<file path="src/design/ihm_mod.sv">
module ihm_mod #(
  parameter int KW = 31,
  parameter int DW = 12
) (
  input  logic          clk,
  input  logic          rst,
  input  logic          start,
  input  logic [KW-1:0] dividend,
  input  logic [DW-1:0] divisor,
  output logic          done,
  output logic [DW-1:0] remainder
);

  localparam int CW = $clog2(KW + 1);

  logic [DW-1:0] rem;
  logic [KW-1:0] kq;
  logic [CW-1:0] cnt;
  logic          busy;
  logic [DW:0]   trial;

  assign trial     = {rem, kq[KW-1]};
  assign remainder = rem;

  always_ff @(posedge clk) begin
    if (rst) begin
      busy <= 1'b0;
      done <= 1'b0;
      cnt  <= '0;
    end else begin
      done <= 1'b0;
      if (start) begin
        busy <= 1'b1;
        cnt  <= CW'(KW);
      end else if (busy) begin
        cnt <= cnt - 1'b1;
        if (cnt == CW'(1)) begin
          busy <= 1'b0;
          done <= 1'b1;
        end
      end
    end
  end

  always_ff @(posedge clk) begin
    if (start) begin
      rem <= '0;
      kq  <= dividend;
    end else if (busy) begin
      kq <= kq << 1;
      if (trial >= {1'b0, divisor}) begin
        rem <= DW'(trial - {1'b0, divisor});
      end else begin
        rem <= DW'(trial);
      end
    end
  end

endmodule

</file>
<file path="config.mk">
export PLATFORM = sky130hd
export DESIGN_NAME = ihm_mod
export DESIGN_NICKNAME = d
export VERILOG_FILES = /design/src/design/ihm_mod.sv
export SDC_FILE = /design/constraint.sdc
export NUM_CORES = 1
export LEC_CHECK = 0
export BUFFER_PORTS_ARGS = -buffer_cell sky130_fd_sc_hd__buf_2
export CORE_ASPECT_RATIO = 0.9
export CORE_MARGIN = 5
export CORE_UTILIZATION = 40
export DETAILED_ROUTE_END_ITERATION = 16
export PLACE_DENSITY = 0.58
export SLEW_MARGIN = 20
export SYNTH_ARGS = -nofsm -noshare
export SYNTH_HDL_FRONTEND = slang
export SYNTH_SLANG_ARGS = --single-unit
</file>
<file path="constraint.sdc">
create_clock -name clk -period 3.2 [get_ports clk]
set_clock_uncertainty 0.2 [all_clocks]
set_input_delay 0.64 -clock clk [delete_from_list [all_inputs] [get_ports clk]]
set_output_delay 0.64 -clock clk [all_outputs]
set_load 0.005 [all_outputs]
</file>
==> results of run 1 <==
power by group:
part / total (mW) / switching, mW / internal, mW
Clock: 0.438 / 0.204 / 0.233
Sequential: 0.774 / 0.0258 / 0.748
Combinational: 0.239 / 0.118 / 0.121
worst max path at each step:
stage                     startpoint      endpoint  slack (ns)  depth (start not counted)
after floorplan           divisor[4]  remainder[3]        0.73                         10
after global routing      divisor[8]  remainder[5]        0.53                         10
final                     divisor[8]  remainder[6]        0.67                         10
after detailed placement  divisor[8]  remainder[6]        0.36                         10
after CTS                 divisor[8]  remainder[6]        0.66                         10
after global placement    divisor[6]  remainder[5]        0.39                         10
sequential cells by signal, indices dropped and copies added, names as in the netlist:
name	count
cnt	5
busy	1
done	1
kq	31
remainder	12
metal layers:
layer / wire length, um / global-route usage [%] / up-vias
met5: 0 / 0 / -
met1: 2560 / 18.0 / 902
met2: 2550 / 21.1 / 39
met3: 315 / 3.47 / 2
met4: 29 / 2.64 / 0
li1: - / - / 992
final cells by class:
cell class,count,area (um2)
Timing Repair Buffer,62,320
Fill cell,656,3400
Clock buffer,6,72.6
Multi-Input combinational cell,163,1320
Tap cell,90,113
Sequential cell,50,1310
Clock inverter,2,37.5
Inverter,22,82.6
synth_stat cells, drive strengths merged:
library cell / instances / area, um2
nor2: 23 / 91.3
xnor2: 8 / 70.1
and4: 1 / 8.76
nor4b: 2 / 23.8
a21oi: 11 / 58.8
a31o: 3 / 26.3
fa: 1 / 20.0
o31ai: 3 / 41.3
dfxtp: 19 / 380
or3: 1 / 6.26
ha: 14 / 175
o2111a: 1 / 11.3
buf: 4 / 33.8
o21bai: 2 / 15.0
mux2: 30 / 338
or4b: 1 / 10.0
nor2b: 2 / 12.5
o211ai: 2 / 20.0
mux2i: 8 / 80.1
a21o: 1 / 7.51
o22ai: 2 / 12.5
a211oi: 3 / 37.5
clkbuf: 4 / 15.0
nand2b: 3 / 18.8
o41ai: 2 / 17.5
a41oi: 1 / 8.76
or2: 1 / 6.26
nand2: 12 / 45.0
nand3: 3 / 15.0
edfxtp: 31 / 931
a22o: 2 / 17.5
o21ai: 8 / 40.0
xor2: 5 / 43.8
nor3: 5 / 25.0
and2: 1 / 6.26
inv: 22 / 82.6
nand4: 1 / 6.26
worst max-delay path, cell delays in order:
cell and delay (ns):
buf_2 0.07, inv_1 0.03, ha_1 0.35, a21oi_1 0.16
o21ai_0 0.18, a41oi_1 0.38, o31ai_4 0.13, buf_4 0.22
a31o_2 0.25, a211oi_2 0.13
through the flow:
step                      utilization, %  hold WS, ns  setup slack (ns)  total power [mW]  cells
after floorplan                        -        0.272             0.727             0.957    243
after global placement              47.2        0.281             0.388              1.03    387
after detailed placement            47.2        0.281             0.355              1.03    387
after CTS                           48.9        0.294             0.663              1.47    395
after global routing                48.9        0.316             0.528              1.54    395
final                               48.9        0.293             0.670              1.45    395
cells by family (layout without fill, tap and decap cells):
kind of cell / Yosys count / after routing / share of synthesized area, %
buf+inv: 30 / 92 / 4.76
simple gates: 56 / 56 / 9.98
compound gates: 41 / 41 / 11.4
xor+xnor: 13 / 13 / 4.13
mux: 38 / 38 / 15.1
fa+ha+maj: 15 / 15 / 7.07
flops: 50 / 50 / 47.5
==> results.md, run 1 <==
- Final count of hold timing violations: 0
- Cell variety after synth: 46
- Flop2flop setup slack: 0.77 ns
- Final Wtd Congestion: 0.923
- I/O Buffers: 58
- # nets final: 365
- DRC viols: 0
- Min-delay worst type: reg2reg
- Clock root cell: clkbuf_8
- Clk sink count: 50
- Critical path peak fanout: 14
- R2r startpoint: remainder[5]
- Starting density of the core: 41.4%
- Total grt overflow: 0
- Aggregate global-route resource usage: 13.1%
- Rows: 28
- Seq cells post-synth: 50
- H-tree lvl count: 2
- Yosys warns: 0
- # hold bufs at CTS: 0
- Post-DP Area: 3140 um2
- Setup Fix Bufs, Post-CTS: 0
- Routed WL per cell: 13.8 um
- Setup TNS: 0 ns
- RSZ-0062 raised after global routing: no
- Cells after Synth: 243
- R2r worst-path depth: 8
- Final Cell Area: 3250 um2
- Max cap viols: 0
- Initial drt markers: 51
- Status: complete, no violations
- Hold Path End: remainder[11]
- Ports: 59
- Die width: 97.5 um
- Type of the worst setup path: in2reg
- WL final: 5460 um
- Maximum vdd drop: 0.304 mV
- HPWL after DPL: 4160 um
- Routed vias: 1935
- Clk_lat worst skew: 0.29 ns
- Leakage: 1.35 nW
- CTS Buf Count: 5
- Crit Reg-Reg Endpoint: remainder[5]
- Core ar.: 6660 um2
- Worst setup SP type: input pin
- Vias per Instance: 4.90
- First-pass GRT wire length: 9200 um
- Worst EP required: 3.21 ns
- Drt first pass iters: 4
- Chip height: 88.8 um
- Ant. Diodes: 0
- Full die area: 8660 um2
- Post-CTS Resized: 0
- CTS tree: built
- Most common cell after layout, fill and taps aside: buf_2
- Avg Cell Area, Syn: 11.4 um2
- Crit share post-route: 79.1%
- Worst slew margin: 65.0%
- Most frequent cells in the layout: buf_2, edfxtp_1, mux2_2
- Pwr Density: 446 nW/um2
- Clock transition at path regs: 0.09 ns
- Minimum clock period: 2.53 ns
- Worst Hold Launch: remainder[11]
- Arrival time worst endpoint: 2.54 ns
- Sequential-to-total area share from yosys stat: 47.5%
- Final setup viols: 0
- Syn Nets: 304
- Antenna violations before repair: 0
- Fmax: 395 MHz
- Vias in the first global route: 1882
- Largest net degree at the start of global routing: 33
- Layout area overhead: 17.9%
- Antenna Nets Post-Route: 0
- Worst-Margin Slew: 0.525 ns
- Hold path cells: 2
- Share of layout cells above drive strength 1: 36.7%
- CTS max path bufs: 2
- Fin. max-slew vios: 0
- Mapped cell area: 2760 um2
- Critical path endpoint category: flop
(Power assumes the default switching activity.)
==> run 2: changes to the inputs <==
Clock period 3.2 ns to 2.4 ns, I/O delays scaled along.
==> results.md, run 2 (same netlist as run 1, synthesis figures left out) <==
- Largest register by flop count: kq (unchanged)
- Final count of hold timing violations: 0 (unchanged)
- Worst slew margin: 51.1% (was 65.0%)
- Starting density of the core: 41.4% (unchanged)
- Largest register FFs: 31 (unchanged)
- Final Wtd Congestion: 0.799 (was 0.923)
- Chip height: 88.8 um (unchanged)
- Routed WL per cell: 14.0 um (was 13.8 um)
- Die width: 97.5 um (unchanged)
- Leakage: 1.49 nW (was 1.35 nW)
- Clock root cell: clkbuf_8 (unchanged)
- Worst EP required: 2.42 ns (was 3.21 ns)
- Part of the power in registers: 49.1% (was 53.3%)
- Utilization after layout: 52.2% (was 48.9%)
- Vias in the first global route: 1935 (was 1882)
- Final setup viols: 0 (unchanged)
- Largest net degree at the start of global routing: 32 (was 33)
- Ant. Diodes: 0 (unchanged)
- Ports: 59 (unchanged)
- Flop2flop setup slack: 0.16 ns (was 0.77 ns)
- Gate power share: 17.8% (was 16.5%)
- Internal power: 1.61 mW (was 1.10 mW)
- WL final: 5850 um (was 5460 um)
- Crit share post-route: 93.3%
- Worst setup SP type: flop (was input pin)
- Clk_lat worst skew: 0.30 ns (was 0.29 ns)
- Crit path top cell by count: inv_1
- CTS tree: built (unchanged)
- CTS max path bufs: 2 (unchanged)
- Worst-Margin Slew: 0.731 ns (was 0.525 ns)
- HPWL after DPL: 4400 um (was 4160 um)
- RSZ-0062 raised after global routing: no (unchanged)
- Initial drt markers: 101 (was 51)
- Min-delay worst type: in2reg (was reg2reg)
- Maximum vdd drop: 0.415 mV (was 0.304 mV)
- Critical-path top delay cell: edfxtp_1 (was a41oi_1)
- Minimum clock period: 2.24 ns
- I/O Buffers: 58 (unchanged)
- Status: complete, no violations (unchanged)
- Layout area overhead: 25.9% (was 17.9%)
- Fin. max-slew vios: 0 (unchanged)
- Net Sw Power: 0.484 mW (was 0.349 mW)
- First-pass GRT wire length: 9340 um (was 9200 um)
- Clock transition at path regs: 0.09 ns (about the same)
- DRC viols: 0 (unchanged)
- H-tree lvl count: 2 (unchanged)
- Crit-path max cell delay: 0.37 ns (was 0.38 ns)
- Antenna Nets Post-Route: 0 (unchanged)
- Core ar.: 6660 um2 (unchanged)
- Aggregate global-route resource usage: 13.5% (was 13.1%)
- Total grt overflow: 0 (unchanged)
- Pre-CTS WS: -0.107 ns (was 0.355 ns)
- Fmax: 447 MHz
- Power share of the clock group: 33.1% (was 30.2%)
- Worst setup margin: 0.162 ns (was 0.670 ns)
- Arrival time worst endpoint: 2.26 ns (was 2.54 ns)
- Total Power: 2.09 mW (was 1.45 mW)
- Max cap viols: 0 (unchanged)
- Clk sink count: 50 (unchanged)
- Share of layout cells above drive strength 1: 41.6% (was 36.7%)
- Routed vias: 2015 (was 1935)
- Setup TNS: 0 ns (unchanged)
- Most common cell after layout, fill and taps aside: buf_2 (unchanged)
- CTS Buf Count: 5 (unchanged)
- Pwr Density: 602 nW/um2 (was 446 nW/um2)
- Most frequent cells in the layout: buf_2, edfxtp_1, mux2_2 (unchanged)
- Crit path cell chain: inv_1 > ha_1 > inv_1 > fa_2 > a21oi_2 > o211ai_1 > nor2_1 > xor2_1 > a31o_2 > a211oi_2 (was buf_2 > inv_1 > ha_1 > a21oi_1 > o21ai_0 > a41oi_1 > o31ai_4 > buf_4 > a31o_2 > a211oi_2)
- Full die area: 8660 um2 (unchanged)
- Type of the worst setup path: reg2reg (was in2reg)
- Critical path peak fanout: 2 (was 14)
- Antenna violations before repair: 0 (unchanged)
- Rows: 28 (unchanged)
- Vias per Instance: 4.83 (was 4.90)
- Switching portion of total power: 23.1% (was 24.0%)
- Critical path endpoint category: flop (unchanged)
- Drt first pass iters: 4 (unchanged)
- # nets final: 387 (was 365)
-- run 2: changes by cell type in the layout (fill, tap and decap cells not counted), sizes merged --
cell and delta:
buf +22, bufinv +1, clkbuf -1, clkinv +1
clkinvlp -1
-- run 2: worst max-delay path: cells and delay by family, from the launching register on --
kind / cells / cell delay, ns
compound gates: 4 / 0.70
fa+ha+maj: 2 / 0.51
flops: 1 / 0.37
buf+inv: 2 / 0.15
simple gates: 1 / 0.15
xor+xnor: 1 / 0.08
-- run 2: cell type report --
cell class                      count  area (um2)
Fill cell                         617        3180
Multi-Input combinational cell    163        1320
Sequential cell                    50        1310
Timing Repair Buffer               84         510
Tap cell                           90         113
Inverter                           22        82.6
Clock buffer                        5        68.8
Clock inverter                      3        63.8
-- run 2: worst paths after layout --
check,startpoint,to,cells after the start
min,rst,cnt[3],2
max,kq[30],remainder[6],10
max reg2reg,kq[30],remainder[6],10
min reg2reg,remainder[11],remainder[11],2
-- run 2: through the flow --
step           cells  hold WS [ns]  area [um2]
2_1_floorplan    243         0.272        2760
3_3_place_gp     409         0.280        3330
3_5_place_dp     409         0.281        3330
4_1_cts          417         0.213        3470
5_1_grt          417         0.229        3470
6_report         417         0.226        3470
-- run 2: layer usage --
| layer | vias up | part of all wire [%] | global-route usage (%) |
|---|---|---|---|
| li1 | 1043 | - | - |
| met3 | 9 | 4.3 | 2.92 |
| met1 | 925 | 49 | 18.6 |
| met2 | 38 | 45 | 21.0 |
| met4 | 0 | 1.6 | 5.03 |
| met5 | - | 0 | 0 |
-- run 2: repair_timing --
action / in CTS / in global routing
setup buffers: 0 / 0
hold buffers: 0 / 0
resized for setup: 0 / 2
hold endpoints to repair: 0 / 0
endpoints found under the setup margin: 0 / 4
-- run 2: power by group through the flow --
stage / clock [mW] / sequential (mW) / combinational (mW)
floorplan: 0 / 1.04 / 0.235
global placement: 0 / 1.04 / 0.370
detailed placement: 0 / 1.05 / 0.371
CTS: 0.712 / 1.03 / 0.375
global route: 0.752 / 1.03 / 0.414
finish: 0.691 / 1.03 / 0.373
